--- config.mk ---
export PLATFORM = sky130hd
export DESIGN_NAME = rtt_estimator_retx_timer
export DESIGN_NICKNAME = d
export VERILOG_FILES = /design/src/rtl/core/rtt_pkg.sv /design/src/rtl/core/rtt_estimator_retx_timer.sv
export SDC_FILE = /design/constraint.sdc
export NUM_CORES = 2
export LEC_CHECK = 0
export ABC_CLOCK_PERIOD_IN_PS = 17800
export BUFFER_PORTS_ARGS = -buffer_cell sky130_fd_sc_hd__buf_2
export CORE_AREA = 2 2 243 245
export DETAILED_ROUTE_END_ITERATION = 6
export DIE_AREA = 0 0 245 247
export PLACE_DENSITY = 0.78
export SYNTH_ARGS = -nofsm -noshare
export SYNTH_HDL_FRONTEND = slang
export SYNTH_SLANG_ARGS = --single-unit
--- constraint.sdc ---
create_clock -name clock -period 17.8 [get_ports clock]
set_input_delay 0.89 -clock clock [delete_from_list [all_inputs] [get_ports clock]]
set_output_delay 0.89 -clock clock [all_outputs]
set_load 0.005 [all_outputs]
--- src/rtl/core/rtt_pkg.sv ---
// Shared types and constants for the RTT estimator and retransmit timer.
`timescale 1ns / 1ps
`default_nettype none

package rtt_pkg;

   // Request and response field widths
   localparam int OP_W        = 3;
   localparam int SAMPLE_W    = 32;
   localparam int OUT_TIME_W  = 32;
   localparam int REQ_DATA_W  = 32;
   localparam int RSP_DATA_W  = 104;

   // Configuration port
   localparam int CSR_ADDR_W  = 3;
   localparam int CSR_DATA_W  = 24;
   localparam int ALPHA_W     = 3;
   localparam int BETA_W      = 3;
   localparam int KGAIN_W     = 4;
   localparam int GRAN_W      = 20;
   localparam int FLOOR_W     = 24;
   localparam int INIT_RTO_W  = 24;

   // Register reset values
   localparam logic [ALPHA_W-1:0]    ALPHA_RESET    = 3'd3;
   localparam logic [BETA_W-1:0]     BETA_RESET     = 3'd2;
   localparam logic [KGAIN_W-1:0]    KGAIN_RESET    = 4'd4;
   localparam logic [GRAN_W-1:0]     GRAN_RESET     = 20'd1000;
   localparam logic [FLOOR_W-1:0]    FLOOR_RESET    = 24'd200000;
   localparam logic [INIT_RTO_W-1:0] INIT_RTO_RESET = 24'd1000000;

   localparam int TIME_WIDTH_DEF = 32;

   typedef enum logic [OP_W-1:0] {
      OP_SAMPLE  = 3'd0,
      OP_RESTART = 3'd1,
      OP_START   = 3'd2,
      OP_CANCEL  = 3'd3,
      OP_TICK    = 3'd4
   } op_type;

   typedef enum logic [CSR_ADDR_W-1:0] {
      CSR_ALPHA    = 3'd0,
      CSR_BETA     = 3'd1,
      CSR_KGAIN    = 3'd2,
      CSR_GRAN     = 3'd3,
      CSR_FLOOR    = 3'd4,
      CSR_INIT_RTO = 3'd5
   } csr_idx_type;

endpackage

`default_nettype wire

--- src/rtl/core/rtt_estimator_retx_timer.sv ---
// RTT estimator and retransmit timer: top level.
//
// Requests enter on req_*: req_tuser carries the op (sample, restart timer,
// start if idle, cancel, tick) and req_tdata the round-trip sample in us.
// Every request yields exactly one response on rsp_*: the timeout, the
// smoothed RTT, the RTT variation, the armed flag and a retransmit flag
// that is set when a tick ran the countdown out.
// A request is registered on acceptance and, when it advances, processed by a
// single combinational pass (shift EWMA, one TIME_WIDTH x 4 multiply, the
// saturating adds and compares) and written to the response register.
// The response register drives rsp_*; one request per cycle is sustained
// while the receiver keeps rsp_tready high, because the input and output
// registers move together.
// When the receiver holds rsp_tready low, the response register holds, the
// input register fills, and req_tready drops until the response is taken.
// Synchronous reset clears both registers, the estimates and the timer and
// loads the timeout with the initial value; the csr_* port writes a register
// and must be used only while the block is idle; the block does not enforce it.
`timescale 1ns / 1ps
`default_nettype none

module rtt_estimator_retx_timer #(
   parameter int TIME_WIDTH = rtt_pkg::TIME_WIDTH_DEF
) (
   input  wire logic                            clock,
   input  wire logic                            reset,
   input  wire logic                            req_tvalid,
   output      logic                            req_tready,
   input  wire logic [rtt_pkg::REQ_DATA_W-1:0]  req_tdata,  // [31:0] rtt_sample_us
   input  wire logic [rtt_pkg::OP_W-1:0]        req_tuser,  // [2:0] op
   output      logic                            rsp_tvalid,
   input  wire logic                            rsp_tready,
   // [31:0] rto_us, [63:32] srtt_us, [95:64] rttvar_us, [96] timer_running,
   // [97] retransmit, [103:98] zero
   output      logic [rtt_pkg::RSP_DATA_W-1:0]  rsp_tdata,
   input  wire logic                            csr_we,
   input  wire logic [rtt_pkg::CSR_ADDR_W-1:0]  csr_addr,
   input  wire logic [rtt_pkg::CSR_DATA_W-1:0]  csr_wdata
);
   import rtt_pkg::*;

   localparam int TW = TIME_WIDTH;
   localparam int WW = ((TW > CSR_DATA_W) ? TW : CSR_DATA_W) + 5;
   localparam logic [TW-1:0] TMAX = '1;
   localparam int PAD_W = RSP_DATA_W - 3 * OUT_TIME_W - 2;

   function automatic logic [TW-1:0] clip64(input logic [63:0] v);
      return (v > 64'(TMAX)) ? TMAX : TW'(v);
   endfunction

   function automatic logic [OUT_TIME_W-1:0] sat32(input logic [TW-1:0] v);
      logic [63:0] w;
      w = 64'(v);
      return (w > 64'hFFFF_FFFF) ? '1 : w[OUT_TIME_W-1:0];
   endfunction

   // Configuration registers
   logic [ALPHA_W-1:0]    alpha_ff;
   logic [BETA_W-1:0]     beta_ff;
   logic [KGAIN_W-1:0]    kgain_ff;
   logic [GRAN_W-1:0]     gran_ff;
   logic [FLOOR_W-1:0]    floor_ff;

   // Input register
   logic                  in_valid_ff, in_valid_in;
   logic [OP_W-1:0]       in_op_ff;
   logic [SAMPLE_W-1:0]   in_sample_ff;

   // Estimator and timer state
   logic [TW-1:0]         srtt_ff, srtt_in;
   logic [TW-1:0]         rttvar_ff, rttvar_in;
   logic [TW-1:0]         rto_ff, rto_in;
   logic [TW-1:0]         left_ff, left_in;
   logic                  have_ff, have_in;
   logic                  armed_ff, armed_in;
   logic                  retx;

   // Response register
   logic                  out_valid_ff, out_valid_in;
   logic [RSP_DATA_W-1:0] out_data_ff;

   logic                  advance;
   logic                  take_req;

   // Datapath
   logic [TW-1:0]         s_clip, diff, var_upd, srtt_upd;
   logic [TW-1:0]         est_srtt, est_var, rto_est, rto_dbl;
   logic [TW+3:0]         prod;
   logic [WW-1:0]         var_term, rto_sum;
   logic [TW:0]           dbl;

   assign advance      = in_valid_ff && (!out_valid_ff || rsp_tready);
   assign req_tready   = !in_valid_ff || advance;
   assign take_req     = req_tvalid && req_tready;
   assign in_valid_in  = take_req || (in_valid_ff && !advance);
   assign out_valid_in = advance || (out_valid_ff && !rsp_tready);

   // Sample path: first sample seeds, later ones use shift-gain EWMA
   always_comb begin
      s_clip   = clip64(64'(in_sample_ff));
      diff     = (srtt_ff > s_clip) ? (srtt_ff - s_clip) : (s_clip - srtt_ff);
      var_upd  = rttvar_ff - (rttvar_ff >> beta_ff) + (diff >> beta_ff);
      srtt_upd = srtt_ff - (srtt_ff >> alpha_ff) + (s_clip >> alpha_ff);
      if (have_ff) begin
         est_srtt = srtt_upd;
         est_var  = var_upd;
      end else begin
         est_srtt = s_clip;
         est_var  = s_clip >> 1;
      end
      prod     = (TW+4)'(est_var) * (TW+4)'(kgain_ff);
      var_term = (WW'(prod) < WW'(gran_ff)) ? WW'(gran_ff) : WW'(prod);
      rto_sum  = WW'(est_srtt) + var_term;
      rto_est  = (rto_sum > WW'(TMAX)) ? TMAX : rto_sum[TW-1:0];
      if (have_ff && (WW'(rto_est) < WW'(floor_ff))) begin
         rto_est = clip64(64'(floor_ff));
      end
      dbl      = {1'b0, rto_ff} + {1'b0, rto_ff};
      rto_dbl  = dbl[TW] ? TMAX : dbl[TW-1:0];
   end

   // Next state for the request in the input register
   always_comb begin
      srtt_in   = srtt_ff;
      rttvar_in = rttvar_ff;
      rto_in    = rto_ff;
      left_in   = left_ff;
      have_in   = have_ff;
      armed_in  = armed_ff;
      retx      = 1'b0;
      if (advance) begin
         unique case (in_op_ff)
            OP_SAMPLE: begin
               srtt_in   = est_srtt;
               rttvar_in = est_var;
               rto_in    = rto_est;
               have_in   = 1'b1;
            end
            OP_RESTART: begin
               left_in  = rto_ff;
               armed_in = 1'b1;
            end
            OP_START: begin
               if (!armed_ff) begin
                  left_in  = rto_ff;
                  armed_in = 1'b1;
               end
            end
            OP_CANCEL: begin
               left_in  = '0;
               armed_in = 1'b0;
            end
            OP_TICK: begin
               if (armed_ff) begin
                  if (left_ff <= TW'(1)) begin
                     retx    = 1'b1;
                     rto_in  = rto_dbl;
                     left_in = rto_dbl;
                  end else begin
                     left_in = left_ff - TW'(1);
                  end
               end
            end
            default: begin
            end
         endcase
      end else if (csr_we && (csr_addr == CSR_INIT_RTO) && !have_ff) begin
         rto_in = clip64(64'(csr_wdata[INIT_RTO_W-1:0]));
      end
   end

   always_ff @(posedge clock) begin
      if (reset) begin
         alpha_ff     <= ALPHA_RESET;
         beta_ff      <= BETA_RESET;
         kgain_ff     <= KGAIN_RESET;
         gran_ff      <= GRAN_RESET;
         floor_ff     <= FLOOR_RESET;
         in_valid_ff  <= 1'b0;
         out_valid_ff <= 1'b0;
         srtt_ff      <= '0;
         rttvar_ff    <= '0;
         rto_ff       <= clip64(64'(INIT_RTO_RESET));
         left_ff      <= '0;
         have_ff      <= 1'b0;
         armed_ff     <= 1'b0;
      end else begin
         if (csr_we) begin
            unique case (csr_addr)
               CSR_ALPHA:    alpha_ff    <= csr_wdata[ALPHA_W-1:0];
               CSR_BETA:     beta_ff     <= csr_wdata[BETA_W-1:0];
               CSR_KGAIN:    kgain_ff    <= csr_wdata[KGAIN_W-1:0];
               CSR_GRAN:     gran_ff     <= csr_wdata[GRAN_W-1:0];
               CSR_FLOOR:    floor_ff    <= csr_wdata[FLOOR_W-1:0];
               // only matters before the first sample; loads rto_ff directly
               CSR_INIT_RTO: begin
               end
               default: begin
               end
            endcase
         end
         in_valid_ff  <= in_valid_in;
         out_valid_ff <= out_valid_in;
         srtt_ff      <= srtt_in;
         rttvar_ff    <= rttvar_in;
         rto_ff       <= rto_in;
         left_ff      <= left_in;
         have_ff      <= have_in;
         armed_ff     <= armed_in;
      end
   end

   // Payload registers
   always_ff @(posedge clock) begin
      if (take_req) begin
         in_op_ff     <= req_tuser;
         in_sample_ff <= req_tdata[SAMPLE_W-1:0];
      end
      if (advance) begin
         out_data_ff <= {PAD_W'(0), retx, armed_in, sat32(rttvar_in), sat32(srtt_in),
                         sat32(rto_in)};
      end
   end

   assign rsp_tvalid = out_valid_ff;
   assign rsp_tdata  = out_data_ff;

   a_retx_armed: assert property (@(posedge clock) disable iff (reset)
      rsp_tvalid && rsp_tdata[3*OUT_TIME_W+1] |-> rsp_tdata[3*OUT_TIME_W])
      else $error("retransmit reported with timer idle");

   a_cancel_clears: assert property (@(posedge clock) disable iff (reset)
      advance && (in_op_ff == OP_CANCEL) |=> !armed_ff && (left_ff == '0))
      else $error("cancel did not clear the timer");

   a_have_sticky: assert property (@(posedge clock) disable iff (reset)
      have_ff |=> have_ff)
      else $error("sample flag dropped");

   a_tick_no_shrink: assert property (@(posedge clock) disable iff (reset)
      advance && (in_op_ff == OP_TICK) |=> rto_ff >= $past(rto_ff))
      else $error("tick reduced the timeout");

endmodule

`default_nettype wire

==> results.ini <==
[run_status]
status = completed

[die]
dieArea_um2 = 60500
start_util = 0.590
ios = 173
num_rows = 89
die_w_um = 245
coreArea_um2 = 58200
die_h_um = 247

[detailed_routing]
num_vias = 34000
drtIter0Drc = 4422
wl_met1_mm = 51.7
drtPass1Iterations = 6
vias_per_cell = 6.54
route.met3.wl_mm = 16.5
drc = 0
routed-wl-met2_mm = 50.9
highest_layer = met5
wl_mm = 124
drt.antenna.violating_nets = 0
wl_per_cell_um = 23.9

[placed_design]
place.gp.congestion = 1.03
dpl.hpwl_mm = 97.1
portBuffers = 166

[timing]
setup_viol = 0
min_period_ps = 17000
worst_slew_pin_slew_ps = 1190
fin_tns_setup_ps = 0
maxSlewHeadroom = 0.198
hold_viol = 0
fmax_ghz = 0.0588
clock_skew_ps = 28.7
period_share = 0.955
rsz0062_at_grt = false
slew_viol_final = 0

[logic_synthesis]
yosys_register_bits = 319
yosysMostFrequentCell = nand2_1
ys_types = 98
synth_ff_type = dfxtp_1
synthCells = 4260
syn_avg_cell_area_um2 = 8.07
synth_top_area_cell = edfxtp_1
ys_top_cells_by_count = nand2_1 (484), a21oi_1 (355), inv_1 (350)
yosysWarnings = 0
yosysTopAreaCellShare = 0.116
syn_area_um2 = 34400
synth-edff-count = 133
synth_area_leaders = edfxtp_1 (12%), dfxtp_1 (11%), ha_1 (8.8%)
async_reset_ff_frac = 0
seq_area_frac_synth = 0.225

[power]
peakVddDrop_mv = 0.0736
pwr-share-clk = 0.269
combPwrFrac = 0.454
power_frac_seq = 0.277
p_int_mw = 1.76
p_leak_nw = 16.5
p_per_area_nw_per_um2 = 79.3
power.switching_mw = 1.24
switching_share = 0.413

[cts]
path_clk_slew_ps = 70
clk_path_buf_depth = 3
htreeDepth = 2
cts_sinks = 319
cts_hold_buf = 0
cts_tree = built
cts_root_buf = clkbuf_16
numCtsBuffers = 39
clk_latency_ps = 610

[grt]
grt_overflow_total = 0
grt_pass1_wl_mm = 188
track_usage = 0.405
grt_max_degree = 79
antenna_found_initial = 5
grt_pass1_vias = 31100

[setup_path]
endpoint_kind = register
worstPathRequired_ps = 18150
worst_setup_path_start_kind = register
max_stage_delay_ps = 740
critPathArrivalTime_ps = 17350
critical_path.slowest_cell = o22ai_1
worstSetupPathType = register to register
path_max_fanout = 13

[run]
maxCapViolCount = 0

[min_path]
hp-class = input pin to register

[layout]
fill_cells = 5075
area_growth_pct = 9.90
layout.nets = 4830
post-route-util = 0.648
final_layout_size_suffix_gt1_frac = 0.131

[cell usage in the layout (no fill, tap or decap), types with 133 or more instances in the layout]
| master | count |
|---|---|
| a21oi_1 | 354 |
| buf_2 | 165 |
| buf_4 | 162 |
| dfxtp_1 | 181 |
| edfxtp_1 | 133 |
| ha_1 | 240 |
| inv_1 | 348 |
| nand2_1 | 484 |
| nor2_1 | 318 |
| o21ai_0 | 260 |
[stage by stage]
stage	cell area [um^2]	cells	setup WS [ps]	power, mW	hold slack (ps)
detailed placement	36400	5123	355	2.14	448
finish	37800	5200	803	2.99	455
floorplan	34400	4265	1920	1.74	436
global route	37800	5199	37.6	3.14	456
CTS	37700	5195	266	2.95	437
global placement	36400	5123	314	2.13	443
[path summary, 6_finish.rpt]
check                                       from         endpoint  slack, ps  cells past startpoint
worst max register to register  in_sample_ff[17]    rsp_tdata[19]        800                     67
worst max-delay path            in_sample_ff[17]    rsp_tdata[19]        800                     67
worst min register to register      floor_ff[18]     floor_ff[18]        460                      2
worst min-delay path                req_tdata[0]  in_sample_ff[0]        460                      1
[registers in the layout (all words and copies together), names as in the netlist]
signal        count
gran_ff          20
beta_ff           3
rto_ff           32
rttvar_ff        32
in_sample_ff     32
have_ff           1
in_op_ff          3
srtt_ff          32
kgain_ff          4
alpha_ff          3
floor_ff         24
armed_ff          1
in_valid_ff       1
rsp_tdata        98
left_ff          32
rsp_tvalid        1
[worst max-delay path: cells and delay by family (launching register included)]
kind	cells	cell delay (ps)
adder cells (fa/ha/maj)	10	3730
AO/OA/AOI/OAI	26	6380
multiplexers	5	1330
AND/OR/NAND/NOR	16	2960
XOR/XNOR	2	600
flip-flops	1	460
buffers and inverters	8	1240
[per-layer routing]
layer	vias up	global-route usage
met3	313	0.112
met1	16100	0.577
met2	2192	0.584
met4	6	0.145
li1	15400	-
met5	-	0
[power by group through the flow]
stage | Clock, mW | Combinational, mW | Sequential [mW]
after floorplan | 0 | 0.911 | 0.829
after global routing | 0.840 | 1.47 | 0.831
after CTS | 0.814 | 1.31 | 0.827
after global placement | 0 | 1.29 | 0.842
final | 0.807 | 1.36 | 0.829
after detailed placement | 0 | 1.30 | 0.842
[cell families (layout without fill, tap and decap cells)]
kind of cell | Yosys count | after routing | share of synthesized area
AOI/OAI and AO/OA | 1198 | 1198 | 0.223
xor gates and xnor gates | 150 | 150 | 0.0382
adders and majority gates | 368 | 368 | 0.161
buffers and inverters | 591 | 752 | 0.0667
DFF | 319 | 319 | 0.225
muxes | 245 | 245 | 0.0949
other | 1 | 7 | 0.000109
and+or+nand+nor | 1388 | 1388 | 0.192
[timing repair]
item | in CTS | in global routing
gates resized for setup | 0 | 15
setup endpoints to repair | 0 | 48
endpoints found under the hold margin | 0 | 0
buffers inserted | 0 | 4
[cell type report]
cell class,count,area (um^2),area share
antenna,1,2.50,0.0000663
clock buffer,49,1020,0.0271
clock inverter,23,240,0.00636
inverter,353,1330,0.0351
multi-input combinational,3355,24400,0.647
sequential,319,7730,0.205
tap,773,967,0.0256
timing repair buffer,327,2040,0.0541
Note: power is estimated with default switching activity, not from simulation.
